File: src/rtl/tcal_pkg.sv
// ----------------------------------------------------------------------------
// tcal_pkg
// Shared widths, constants, register codes, result type and month table for
// the tick calendar with start/stop key.
// ----------------------------------------------------------------------------
`default_nettype none

package tcal_pkg;

    // Calendar constants
    localparam int unsigned TICK_MS_DEF   = 100;
    localparam int unsigned MS_PER_SEC    = 1000;
    localparam int unsigned SEC_PER_MIN   = 60;
    localparam int unsigned MIN_PER_HOUR  = 60;
    localparam int unsigned HOUR_PER_DAY  = 24;
    localparam int unsigned MONTHS        = 12;
    localparam int unsigned YEAR_BASE     = 1980;
    localparam int unsigned YEAR_MAX      = 2107;
    localparam int unsigned LOCKOUT_DEF   = 100;

    // Field widths
    localparam int unsigned MS_W    = 10;
    localparam int unsigned SEC_W   = 6;
    localparam int unsigned MIN_W   = 6;
    localparam int unsigned HOUR_W  = 5;
    localparam int unsigned DAY_W   = 5;
    localparam int unsigned MONTH_W = 4;
    localparam int unsigned YOFF_W  = 7;
    localparam int unsigned YEAR_W  = 12;
    localparam int unsigned LOCK_W  = 8;
    localparam int unsigned STAMP_W = 32;

    // Configuration port
    localparam int unsigned CFG_IDX_W  = 3;
    localparam int unsigned CFG_DATA_W = 12;

    localparam logic [CFG_IDX_W-1:0] CFG_YEAR    = 3'd0;
    localparam logic [CFG_IDX_W-1:0] CFG_MONTH   = 3'd1;
    localparam logic [CFG_IDX_W-1:0] CFG_DAY     = 3'd2;
    localparam logic [CFG_IDX_W-1:0] CFG_HOUR    = 3'd3;
    localparam logic [CFG_IDX_W-1:0] CFG_MINUTE  = 3'd4;
    localparam logic [CFG_IDX_W-1:0] CFG_SECOND  = 3'd5;
    localparam logic [CFG_IDX_W-1:0] CFG_LOCKOUT = 3'd6;

    // One result per tick
    typedef struct packed {
        logic               logging_on;
        logic               led_drive;
        logic [STAMP_W-1:0] fat_timestamp;
        logic [LOCK_W-1:0]  lockout_left;
    } t_result;

    // Days in a month, no leap years; code 0 reads as 0, codes 13 to 15 as 31
    function automatic logic [DAY_W-1:0] month_len(input logic [MONTH_W-1:0] month);
        logic [DAY_W-1:0] len;
        case (month)
            4'd0:    len = 5'd0;
            4'd2:    len = 5'd28;
            4'd4:    len = 5'd30;
            4'd6:    len = 5'd30;
            4'd9:    len = 5'd30;
            4'd11:   len = 5'd30;
            default: len = 5'd31;
        endcase
        return len;
    endfunction

endpackage

`default_nettype wire

File: src/rtl/tcal_if.sv
// ----------------------------------------------------------------------------
// tcal_if
// Ready/valid channels: key tick requests in, calendar results out.
// ----------------------------------------------------------------------------
`default_nettype none

interface tcal_key_if;
    logic valid;
    logic ready;
    logic key_level;

    modport source (output valid, output key_level, input ready);
    modport sink   (input valid, input key_level, output ready);
endinterface

interface tcal_res_if;
    logic                              valid;
    logic                              ready;
    logic                              logging_on;
    logic                              led_drive;
    logic [tcal_pkg::STAMP_W-1:0]      fat_timestamp;
    logic [tcal_pkg::LOCK_W-1:0]       lockout_left;

    modport source (output valid, output logging_on, output led_drive,
                    output fat_timestamp, output lockout_left, input ready);
    modport sink   (input valid, input logging_on, input led_drive,
                    input fat_timestamp, input lockout_left, output ready);
endinterface

`default_nettype wire

File: src/rtl/tcal_core.sv
// ----------------------------------------------------------------------------
// tcal_core
// Preset writes, key debounce/toggle with lockout, and the calendar
// counter cascade. Gives the result of the tick being accepted.
// ----------------------------------------------------------------------------
`default_nettype none

module tcal_core #(
    parameter int unsigned TICK_MS = tcal_pkg::TICK_MS_DEF
) (
    input  logic                             i_clk,
    input  logic                             i_rst_n,
    input  logic                             i_tick,
    input  logic                             i_key_level,
    input  logic                             i_cfg_we,
    input  logic [tcal_pkg::CFG_IDX_W-1:0]   i_cfg_idx,
    input  logic [tcal_pkg::CFG_DATA_W-1:0]  i_cfg_data,
    output tcal_pkg::t_result                o_result
);

    localparam int unsigned SUM_W = $clog2(tcal_pkg::MS_PER_SEC + TICK_MS);

    // Saturating loads from preset values
    function automatic logic [tcal_pkg::YOFF_W-1:0] clamp_year(
        input logic [tcal_pkg::YEAR_W-1:0] y);
        logic [tcal_pkg::YOFF_W-1:0] r;
        if (y < tcal_pkg::YEAR_W'(tcal_pkg::YEAR_BASE)) begin
            r = '0;
        end else if (y > tcal_pkg::YEAR_W'(tcal_pkg::YEAR_MAX)) begin
            r = '1;
        end else begin
            r = tcal_pkg::YOFF_W'(y - tcal_pkg::YEAR_W'(tcal_pkg::YEAR_BASE));
        end
        return r;
    endfunction

    function automatic logic [tcal_pkg::MONTH_W-1:0] clamp_month(
        input logic [tcal_pkg::MONTH_W-1:0] m);
        logic [tcal_pkg::MONTH_W-1:0] r;
        if (m == '0) begin
            r = 4'd1;
        end else if (m > tcal_pkg::MONTH_W'(tcal_pkg::MONTHS)) begin
            r = tcal_pkg::MONTH_W'(tcal_pkg::MONTHS);
        end else begin
            r = m;
        end
        return r;
    endfunction

    function automatic logic [tcal_pkg::DAY_W-1:0] clamp_day(
        input logic [tcal_pkg::DAY_W-1:0] d);
        return (d == '0) ? 5'd1 : d;
    endfunction

    function automatic logic [tcal_pkg::HOUR_W-1:0] clamp_hour(
        input logic [tcal_pkg::HOUR_W-1:0] h);
        return (h >= tcal_pkg::HOUR_W'(tcal_pkg::HOUR_PER_DAY))
               ? tcal_pkg::HOUR_W'(tcal_pkg::HOUR_PER_DAY - 1) : h;
    endfunction

    function automatic logic [tcal_pkg::SEC_W-1:0] clamp_60(
        input logic [tcal_pkg::SEC_W-1:0] v);
        return (v >= tcal_pkg::SEC_W'(tcal_pkg::SEC_PER_MIN))
               ? tcal_pkg::SEC_W'(tcal_pkg::SEC_PER_MIN - 1) : v;
    endfunction

    // Lockout preset; date and time presets act only at the write
    logic [tcal_pkg::LOCK_W-1:0]  r_p_lockout;

    // Clock and key state
    logic [tcal_pkg::MS_W-1:0]    r_millis,  n_millis;
    logic [tcal_pkg::SEC_W-1:0]   r_sec,     n_sec;
    logic [tcal_pkg::MIN_W-1:0]   r_min,     n_min;
    logic [tcal_pkg::HOUR_W-1:0]  r_hour,    n_hour;
    logic [tcal_pkg::DAY_W-1:0]   r_day,     n_day;
    logic [tcal_pkg::MONTH_W-1:0] r_month,   n_month;
    logic [tcal_pkg::YOFF_W-1:0]  r_yoff,    n_yoff;
    logic                         r_last_key, n_last_key;
    logic [tcal_pkg::LOCK_W-1:0]  r_lockout, n_lockout;
    logic                         r_logging, n_logging;

    logic [SUM_W-1:0] w_ms_sum;
    logic             w_sec_step, w_min_step, w_hour_step, w_day_step;
    logic             w_sec_wrap, w_min_wrap, w_hour_wrap;
    logic             w_month_end, w_year_end;

    // Key sampling and lockout
    always_comb begin
        n_last_key = r_last_key;
        n_logging  = r_logging;
        n_lockout  = r_lockout;
        if (r_lockout == '0) begin
            if (i_key_level != r_last_key) begin
                n_last_key = i_key_level;
            end else if (!i_key_level) begin
                n_logging = ~r_logging;
                n_lockout = r_p_lockout;
            end
        end else begin
            n_lockout = r_lockout - 1'b1;
        end
    end

    // Counter cascade: millis -> seconds -> minutes -> hours -> day -> month -> year
    assign w_ms_sum    = SUM_W'(r_millis) + SUM_W'(TICK_MS);
    assign w_sec_step  = (w_ms_sum >= SUM_W'(tcal_pkg::MS_PER_SEC));
    assign w_sec_wrap  = (r_sec  == tcal_pkg::SEC_W'(tcal_pkg::SEC_PER_MIN - 1));
    assign w_min_wrap  = (r_min  == tcal_pkg::MIN_W'(tcal_pkg::MIN_PER_HOUR - 1));
    assign w_hour_wrap = (r_hour == tcal_pkg::HOUR_W'(tcal_pkg::HOUR_PER_DAY - 1));
    assign w_min_step  = w_sec_step && w_sec_wrap;
    assign w_hour_step = w_min_step && w_min_wrap;
    assign w_day_step  = w_hour_step && w_hour_wrap;
    assign w_month_end = (r_day >= tcal_pkg::month_len(r_month));
    assign w_year_end  = (r_month >= tcal_pkg::MONTH_W'(tcal_pkg::MONTHS));

    always_comb begin
        n_millis = w_sec_step
                 ? tcal_pkg::MS_W'(w_ms_sum - SUM_W'(tcal_pkg::MS_PER_SEC))
                 : tcal_pkg::MS_W'(w_ms_sum);
        n_sec   = r_sec;
        n_min   = r_min;
        n_hour  = r_hour;
        n_day   = r_day;
        n_month = r_month;
        n_yoff  = r_yoff;
        if (w_sec_step) begin
            n_sec = w_sec_wrap ? '0 : r_sec + 1'b1;
        end
        if (w_min_step) begin
            n_min = w_min_wrap ? '0 : r_min + 1'b1;
        end
        if (w_hour_step) begin
            n_hour = w_hour_wrap ? '0 : r_hour + 1'b1;
        end
        if (w_day_step) begin
            if (w_month_end) begin
                n_day = 5'd1;
                if (w_year_end) begin
                    n_month = 4'd1;
                    // year saturates at the top of the range
                    if (r_yoff != '1) begin
                        n_yoff = r_yoff + 1'b1;
                    end
                end else begin
                    n_month = r_month + 1'b1;
                end
            end else begin
                n_day = r_day + 1'b1;
            end
        end
    end

    // Result after this tick
    always_comb begin
        o_result.logging_on    = n_logging;
        o_result.led_drive     = n_logging;
        o_result.fat_timestamp = {n_yoff, n_month, n_day, n_hour, n_min,
                                  n_sec[tcal_pkg::SEC_W-1:1]};
        o_result.lockout_left  = n_lockout;
    end

    // State update: tick, or preset write (loads the clock when logging is off)
    always_ff @(posedge i_clk) begin
        if (!i_rst_n) begin
            r_p_lockout <= tcal_pkg::LOCK_W'(tcal_pkg::LOCKOUT_DEF);
            r_millis    <= '0;
            r_sec       <= '0;
            r_min       <= '0;
            r_hour      <= '0;
            r_day       <= 5'd1;
            r_month     <= 4'd1;
            r_yoff      <= '0;
            r_last_key  <= 1'b0;
            r_lockout   <= '0;
            r_logging   <= 1'b0;
        end else if (i_tick) begin
            r_millis   <= n_millis;
            r_sec      <= n_sec;
            r_min      <= n_min;
            r_hour     <= n_hour;
            r_day      <= n_day;
            r_month    <= n_month;
            r_yoff     <= n_yoff;
            r_last_key <= n_last_key;
            r_lockout  <= n_lockout;
            r_logging  <= n_logging;
        end else if (i_cfg_we) begin
            case (i_cfg_idx)
                tcal_pkg::CFG_YEAR: begin
                    if (!r_logging) r_yoff <= clamp_year(i_cfg_data);
                end
                tcal_pkg::CFG_MONTH: begin
                    if (!r_logging) begin
                        r_month <= clamp_month(i_cfg_data[tcal_pkg::MONTH_W-1:0]);
                    end
                end
                tcal_pkg::CFG_DAY: begin
                    if (!r_logging) r_day <= clamp_day(i_cfg_data[tcal_pkg::DAY_W-1:0]);
                end
                tcal_pkg::CFG_HOUR: begin
                    if (!r_logging) begin
                        r_hour <= clamp_hour(i_cfg_data[tcal_pkg::HOUR_W-1:0]);
                    end
                end
                tcal_pkg::CFG_MINUTE: begin
                    if (!r_logging) r_min <= clamp_60(i_cfg_data[tcal_pkg::MIN_W-1:0]);
                end
                tcal_pkg::CFG_SECOND: begin
                    if (!r_logging) r_sec <= clamp_60(i_cfg_data[tcal_pkg::SEC_W-1:0]);
                end
                tcal_pkg::CFG_LOCKOUT: begin
                    r_p_lockout <= i_cfg_data[tcal_pkg::LOCK_W-1:0];
                end
                default: begin
                end
            endcase
        end
    end

    // Checks
    a_millis_range: assert property (@(posedge i_clk) disable iff (!i_rst_n)
        r_millis < tcal_pkg::MS_W'(tcal_pkg::MS_PER_SEC))
        else $error("millisecond count out of range");

    a_lockout_down: assert property (@(posedge i_clk) disable iff (!i_rst_n)
        (i_tick && r_lockout != '0) |=> (r_lockout == $past(r_lockout) - 1'b1))
        else $error("lockout did not count down");

    a_toggle_src: assert property (@(posedge i_clk) disable iff (!i_rst_n)
        ($past(i_rst_n) && !$stable(r_logging)) |->
            $past(i_tick && r_lockout == '0 && !i_key_level))
        else $error("logging toggled outside a key press");

endmodule

`default_nettype wire

File: src/rtl/tick_calendar_with_key_toggle_top.sv
// A result is registered in the result register, or in the skid while the
// output stalls. Throughput: one tick request per cycle while the skid is empty;
// the calendar cascade and key logic settle in one pass between the state
// registers and the result register. The two-entry output stage (result
// register plus skid) keeps input ready high while one result waits. Reset is
// synchronous, active low, and resets presets, clock, lockout, logging at once.
// ----------------------------------------------------------------------------
// tick_calendar_with_key_toggle_top
// Tick-driven calendar clock with a start/stop key that toggles logging.
// ----------------------------------------------------------------------------
`default_nettype none

module tick_calendar_with_key_toggle_top #(
    parameter int unsigned TICK_MS = tcal_pkg::TICK_MS_DEF
) (
    input  logic                             i_clk,
    input  logic                             i_rst_n,
    tcal_key_if.sink                         i_key,
    tcal_res_if.source                       o_res,
    input  logic                             i_cfg_we,
    input  logic [tcal_pkg::CFG_IDX_W-1:0]   i_cfg_idx,
    input  logic [tcal_pkg::CFG_DATA_W-1:0]  i_cfg_data
);

    logic              w_accept;
    tcal_pkg::t_result w_result;
    tcal_pkg::t_result r_out;
    tcal_pkg::t_result r_skid;
    logic              r_out_valid;
    logic              r_skid_valid;

    assign i_key.ready = !r_skid_valid;
    assign w_accept    = i_key.valid && !r_skid_valid;

    tcal_core #(
        .TICK_MS (TICK_MS)
    ) u_core (
        .i_clk       (i_clk),
        .i_rst_n     (i_rst_n),
        .i_tick      (w_accept),
        .i_key_level (i_key.key_level),
        .i_cfg_we    (i_cfg_we),
        .i_cfg_idx   (i_cfg_idx),
        .i_cfg_data  (i_cfg_data),
        .o_result    (w_result)
    );

    // Result register with skid stage
    always_ff @(posedge i_clk) begin
        if (!i_rst_n) begin
            r_out_valid  <= 1'b0;
            r_skid_valid <= 1'b0;
        end else if (!r_out_valid || o_res.ready) begin
            if (r_skid_valid) begin
                r_out        <= r_skid;
                r_out_valid  <= 1'b1;
                r_skid_valid <= 1'b0;
            end else begin
                r_out_valid <= w_accept;
                if (w_accept) r_out <= w_result;
            end
        end else if (w_accept) begin
            r_skid       <= w_result;
            r_skid_valid <= 1'b1;
        end
    end

    assign o_res.valid         = r_out_valid;
    assign o_res.logging_on    = r_out.logging_on;
    assign o_res.led_drive     = r_out.led_drive;
    assign o_res.fat_timestamp = r_out.fat_timestamp;
    assign o_res.lockout_left  = r_out.lockout_left;

    // Checks
    a_skid_behind_out: assert property (@(posedge i_clk) disable iff (!i_rst_n)
        r_skid_valid |-> r_out_valid)
        else $error("skid holds a result while the output stage is empty");

    a_skid_fill: assert property (@(posedge i_clk) disable iff (!i_rst_n)
        $rose(r_skid_valid) |-> $past(r_out_valid && !o_res.ready))
        else $error("skid filled while the output stage could move");

endmodule

`default_nettype wire
File: src/flat_wrapper.sv
// flat-port wrapper written by rule: the top's interface ports become plain ports
module tick_calendar_with_key_toggle_top_flat 
#(
    parameter int unsigned TICK_MS = tcal_pkg::TICK_MS_DEF
)
  (i_clk, i_rst_n, i_cfg_we, i_cfg_idx, i_cfg_data, i_key_valid, i_key_key_level, i_key_ready, o_res_valid, o_res_logging_on, o_res_led_drive, o_res_fat_timestamp, o_res_lockout_left, o_res_ready);
  tcal_key_if i_key_i ();
  tcal_res_if o_res_i ();
  input  logic i_clk;
  input  logic i_rst_n;
  input  logic i_cfg_we;
  input  logic [tcal_pkg::CFG_IDX_W-1:0] i_cfg_idx;
  input  logic [tcal_pkg::CFG_DATA_W-1:0] i_cfg_data;
  input wire logic [$bits(i_key_i.valid)-1:0] i_key_valid;
  input wire logic [$bits(i_key_i.key_level)-1:0] i_key_key_level;
  output wire logic [$bits(i_key_i.ready)-1:0] i_key_ready;
  output wire logic [$bits(o_res_i.valid)-1:0] o_res_valid;
  output wire logic [$bits(o_res_i.logging_on)-1:0] o_res_logging_on;
  output wire logic [$bits(o_res_i.led_drive)-1:0] o_res_led_drive;
  output wire logic [$bits(o_res_i.fat_timestamp)-1:0] o_res_fat_timestamp;
  output wire logic [$bits(o_res_i.lockout_left)-1:0] o_res_lockout_left;
  input wire logic [$bits(o_res_i.ready)-1:0] o_res_ready;
  assign i_key_i.valid = i_key_valid;
  assign i_key_i.key_level = i_key_key_level;
  assign i_key_ready = i_key_i.ready;
  assign o_res_valid = o_res_i.valid;
  assign o_res_logging_on = o_res_i.logging_on;
  assign o_res_led_drive = o_res_i.led_drive;
  assign o_res_fat_timestamp = o_res_i.fat_timestamp;
  assign o_res_lockout_left = o_res_i.lockout_left;
  assign o_res_i.ready = o_res_ready;
  tick_calendar_with_key_toggle_top #(.TICK_MS(TICK_MS)) u_core (.i_clk(i_clk), .i_rst_n(i_rst_n), .i_key(i_key_i), .o_res(o_res_i), .i_cfg_we(i_cfg_we), .i_cfg_idx(i_cfg_idx), .i_cfg_data(i_cfg_data));
endmodule
File: config.mk
export PLATFORM = sky130hd
export DESIGN_NAME = tick_calendar_with_key_toggle_top_flat
export DESIGN_NICKNAME = d
export VERILOG_FILES = /design/src/rtl/tcal_pkg.sv /design/src/rtl/tcal_if.sv /design/src/rtl/tcal_core.sv /design/src/rtl/tick_calendar_with_key_toggle_top.sv /design/src/flat_wrapper.sv
export SDC_FILE = /design/constraint.sdc
export NUM_CORES = 1
export LEC_CHECK = 0
export BUFFER_PORTS_ARGS = -buffer_cell sky130_fd_sc_hd__buf_2
export CAP_MARGIN = 20
export CORE_UTILIZATION = 60
export DETAILED_ROUTE_END_ITERATION = 12
export GPL_ROUTABILITY_DRIVEN = 0
export GPL_TIMING_DRIVEN = 1
export PLACE_DENSITY = 0.8
export SLEW_MARGIN = 25
export SYNTH_ARGS = -nofsm -noshare
export SYNTH_HDL_FRONTEND = slang
export SYNTH_HIERARCHICAL = 1
export SYNTH_SLANG_ARGS = --single-unit
File: constraint.sdc
create_clock -name i_clk -period 6.4 [get_ports i_clk]
set_input_delay 0 -clock i_clk [delete_from_list [all_inputs] [get_ports i_clk]]
set_output_delay 0 -clock i_clk [all_outputs]
set_load 0.05 [all_outputs]
==> summary.txt <==
outcome -> complete, no violations
CP Class -> flop to flop
max-cap check violation count -> 0
number of distinct library cells after synthesis -> 68
reg2reg end -> u_core/o_res.fat_timestamp[28]$_DFFE_PP_
max-slew violations -> 0
Yosys reg bits -> 145
dominant synthesized flop cell -> edfxtp_1
cell taking the most area after synthesis -> edfxtp_1
TritonCTS Sinks -> 145
setup repair after global routing missed its margin -> false
min-delay worst type -> input pin to flop
Clk Latency, worst-skew pair -> 0.43 ns
PostCTS Resize Cnt -> 0
H-tree Lvls -> 4
antenna cells -> 0
synthesized area per cell -> 10.5 µm²
Crit Path Max Fanout -> 10
Worst Max-Slew Pin Slew -> 0.908 ns
CP arrival -> 3.71 ns
share of cells above drive strength 1 -> 19.7%
Mapped Area -> 7830 µm²
DRT Pass-1 Iters -> 7
critical path cell sequence -> inv_1, ha_1, nor4b_1, ha_1, a21oi_1, o21a_1, nor4_4, and4_1, xor2_1, mux2_4
Gate Count Post-Synth -> 745
die height -> 116 µm
final WL -> 18,600 µm
Final #Nets -> 843
Peak VDD IR -> 239 µV
TritonCTS Buffers -> 17
DRC violations left -> 0
Slew Limit Headroom -> 39.3%
Clock power frac -> 34.9%
Vias/cell -> 6.29
Pwr Density -> 316 nW/µm²
reg2reg path depth -> 10
Initial Util -> 61.8%
Crit path top cell by count -> ha_1
drt first-iter violations -> 563
part of the power in registers -> 41.2%
cell internal pwr -> 1980 µW
Slowest cell on crit path -> nor4_4
antenna-violating nets left -> 0
# IOs -> 65
global route overflow -> 0
launch point of the worst path -> u_core/u_core/r_month[0]$_SDFFE_PN1P_
NetSw -> 832 µW
max incr delay on CP -> 0.57 ns
post-DP HPWL -> 12,300 µm
WL/cell -> 18.9 µm
# rows -> 41
CP Capture Point -> u_core/o_res.fat_timestamp[28]$_DFFE_PP_
Critical Path Start Type -> flop
CTS tree -> done
setup repair bufs after CTS -> 0
port bufs -> 64
Fin Hold WS -> 0.0341 ns
Comb pwr share -> 23.9%
initial antenna violation count -> 0
Area contributors post-synth -> edfxtp_1, dfxtp_1, mux2_4
vias in the first global route -> 5,886
final worst path period need -> 3.53 ns
CTS clock-pin slew for the worst setup and hold paths -> 0.06 ns
final hold viol count -> 0
Max Fclk -> 0.284 GHz
sequential share of the synthesized area -> 47.8%
crit path capture type -> flop
Core Area -> 12,700 µm²
Post-synth EDFFs -> 84
worst flop-to-flop path startpoint -> u_core/u_core/r_month[0]$_SDFFE_PN1P_
period utilization -> 55.1%
synth warn -> 6
area delta synth->final -> 13.8%
synthesized net count -> 788
Setup Skew -> 0.0180 ns
setup TNS -> 0 ns
vias -> 6,191
Switching Fraction -> 29.6%
Yosys top cell area share -> 32.2%
CTS Root Cell -> clkbuf_16
largest net degree at the start of global routing -> 57
count of final setup violators -> 0
share of async-settable or async-resettable flops after synthesis -> 0%
die area -> 13,500 µm²
Leakage -> 0.00346 µW
R2R Setup Slk -> 2.87 ns
Critical Path RT -> 6.58 ns
die width -> 116 µm
first-pass GRT wire length -> 29,600 µm
Max clock buf depth -> 2
All-Layer GR Usage -> 28.9%
## synth_stat cells, drive strengths merged, types with 12 or more instances
master	instances
a21oi	35
nor2b	17
clkbuf	29
dfxtp	61
inv	19
a211oi	12
and3	13
nor3	18
mux2	48
mux2i	22
nor2	50
buf	13
o21ai	52
nand3	27
nand2	69
ha	22
edfxtp	84
## power groups by stage
stage | clock, µW | sequential (µW) | combinational [µW]
6_report | 983 | 1160 | 672
5_1_grt | 1040 | 1170 | 726
4_1_cts | 996 | 1160 | 666
3_5_place_dp | 0 | 1180 | 655
3_3_place_gp | 0 | 1170 | 625
2_1_floorplan | 0 | 1260 | 439
## worst max-delay path, delay by kind of cell (launching register included)
kind	cells	cell delay, ns
simple gates	3	1.44
fa+ha+maj	2	0.53
flops	1	0.42
compound gates	2	0.41
mux	1	0.27
buf+inv	1	0.13
xor+xnor	1	0.09
## placed cells by master (no fill, tap or decap), types with 12 or more instances in the layout
master and instances:
edfxtp_1 84, buf_2 64, nand2_1 69, a211oi_1 12
nor2b_1 16, dfxtp_1 60, a21oi_1 34, mux2_4 39
inv_1 19, clkbuf_16 17, nand3_1 27, nor2_1 49
mux2i_1 22, nor3_1 16, o21ai_0 51, ha_1 22
and3_1 12
## state kept, by name, summed over array words and instances (netlist names), 6 cells and up
| register | cells |
|---|---|
| u_core/u_core/r_millis | 8 |
| u_core/u_core/r_sec | 6 |
| u_core/u_core/r_min | 6 |
| u_core/o_res.lockout_left | 8 |
| u_core/o_res.fat_timestamp | 32 |
| u_core/u_core/r_lockout | 8 |
| u_core/u_core/r_yoff | 7 |
| u_core/r_skid | 42 |
| u_core/u_core/r_p_lockout | 8 |
## final cells by class
cell class | count | area (µm²)
Clock inverter | 10 | 106
Inverter | 20 | 75.1
Tap cell | 172 | 215
Timing Repair Buffer | 78 | 468
Fill cell | 907 | 3760
Multi-Input combinational cell | 538 | 3820
Clock buffer | 22 | 484
Sequential cell | 145 | 3740
## per-stage QoR
stage	cells	setup WS, ns	area [µm²]	power (µW)	utilization [%]
final	985	2.87	8910	2810	70.3
after global routing	985	2.65	8910	2930	70.3
after CTS	985	2.91	8900	2820	70.2
after detailed placement	944	2.99	8220	1830	64.9
after global placement	943	2.93	8190	1800	64.6
after floorplan	745	3.35	7830	1690	-
## worst min-delay path by stage
stage,startpoint,end,slack (ns),cells past startpoint
floorplan,o_res_ready,u_core/r_skid_valid$_SDFFE_PP0P_,0.08,1
global placement,o_res_ready,u_core/r_skid_valid$_SDFFE_PP0P_,0.17,2
CTS,i_cfg_data[4],u_core/u_core/r_p_lockout[4]$_SDFFE_PN0P_,0.005,3
finish,i_cfg_data[4],u_core/u_core/r_p_lockout[4]$_SDFFE_PN0P_,0.03,3
global route,i_cfg_data[4],u_core/u_core/r_p_lockout[4]$_SDFFE_PN0P_,0.02,3
detailed placement,o_res_ready,u_core/r_skid_valid$_SDFFE_PP0P_,0.18,2
## logic make-up (layout without fill, tap and decap cells)
logic type               count (synthesis)  after routing  synth area share [%]
adder cells (fa/ha/maj)                 22             22                  3.52
XOR/XNOR                                15             15                  1.68
buffers and inverters                   62            130                  3.71
flip-flops                             145            145                  47.8
multiplexers                            70             70                  11.6
AND/OR/NAND/NOR                        249            249                  16.1
AO/OA/AOI/OAI                          182            182                  15.6
## metal layers
layer	share of wire [%]	vias up	global-route usage, %
met3	7.0	39	6.18
li1	-	2885	-
met1	42	2967	36.3
met2	49	300	48.2
met5	0	-	0
met4	2.1	0	12.9
## repair_timing
| action | 4_1_cts | 5_1_grt |
|---|---|---|
| endpoints found under the hold margin | 10 | 0 |
| hold buffers | 9 | 0 |
| endpoints found under the setup margin | 0 | 0 |
No activity file was read; power rests on OpenSTA's default activity.
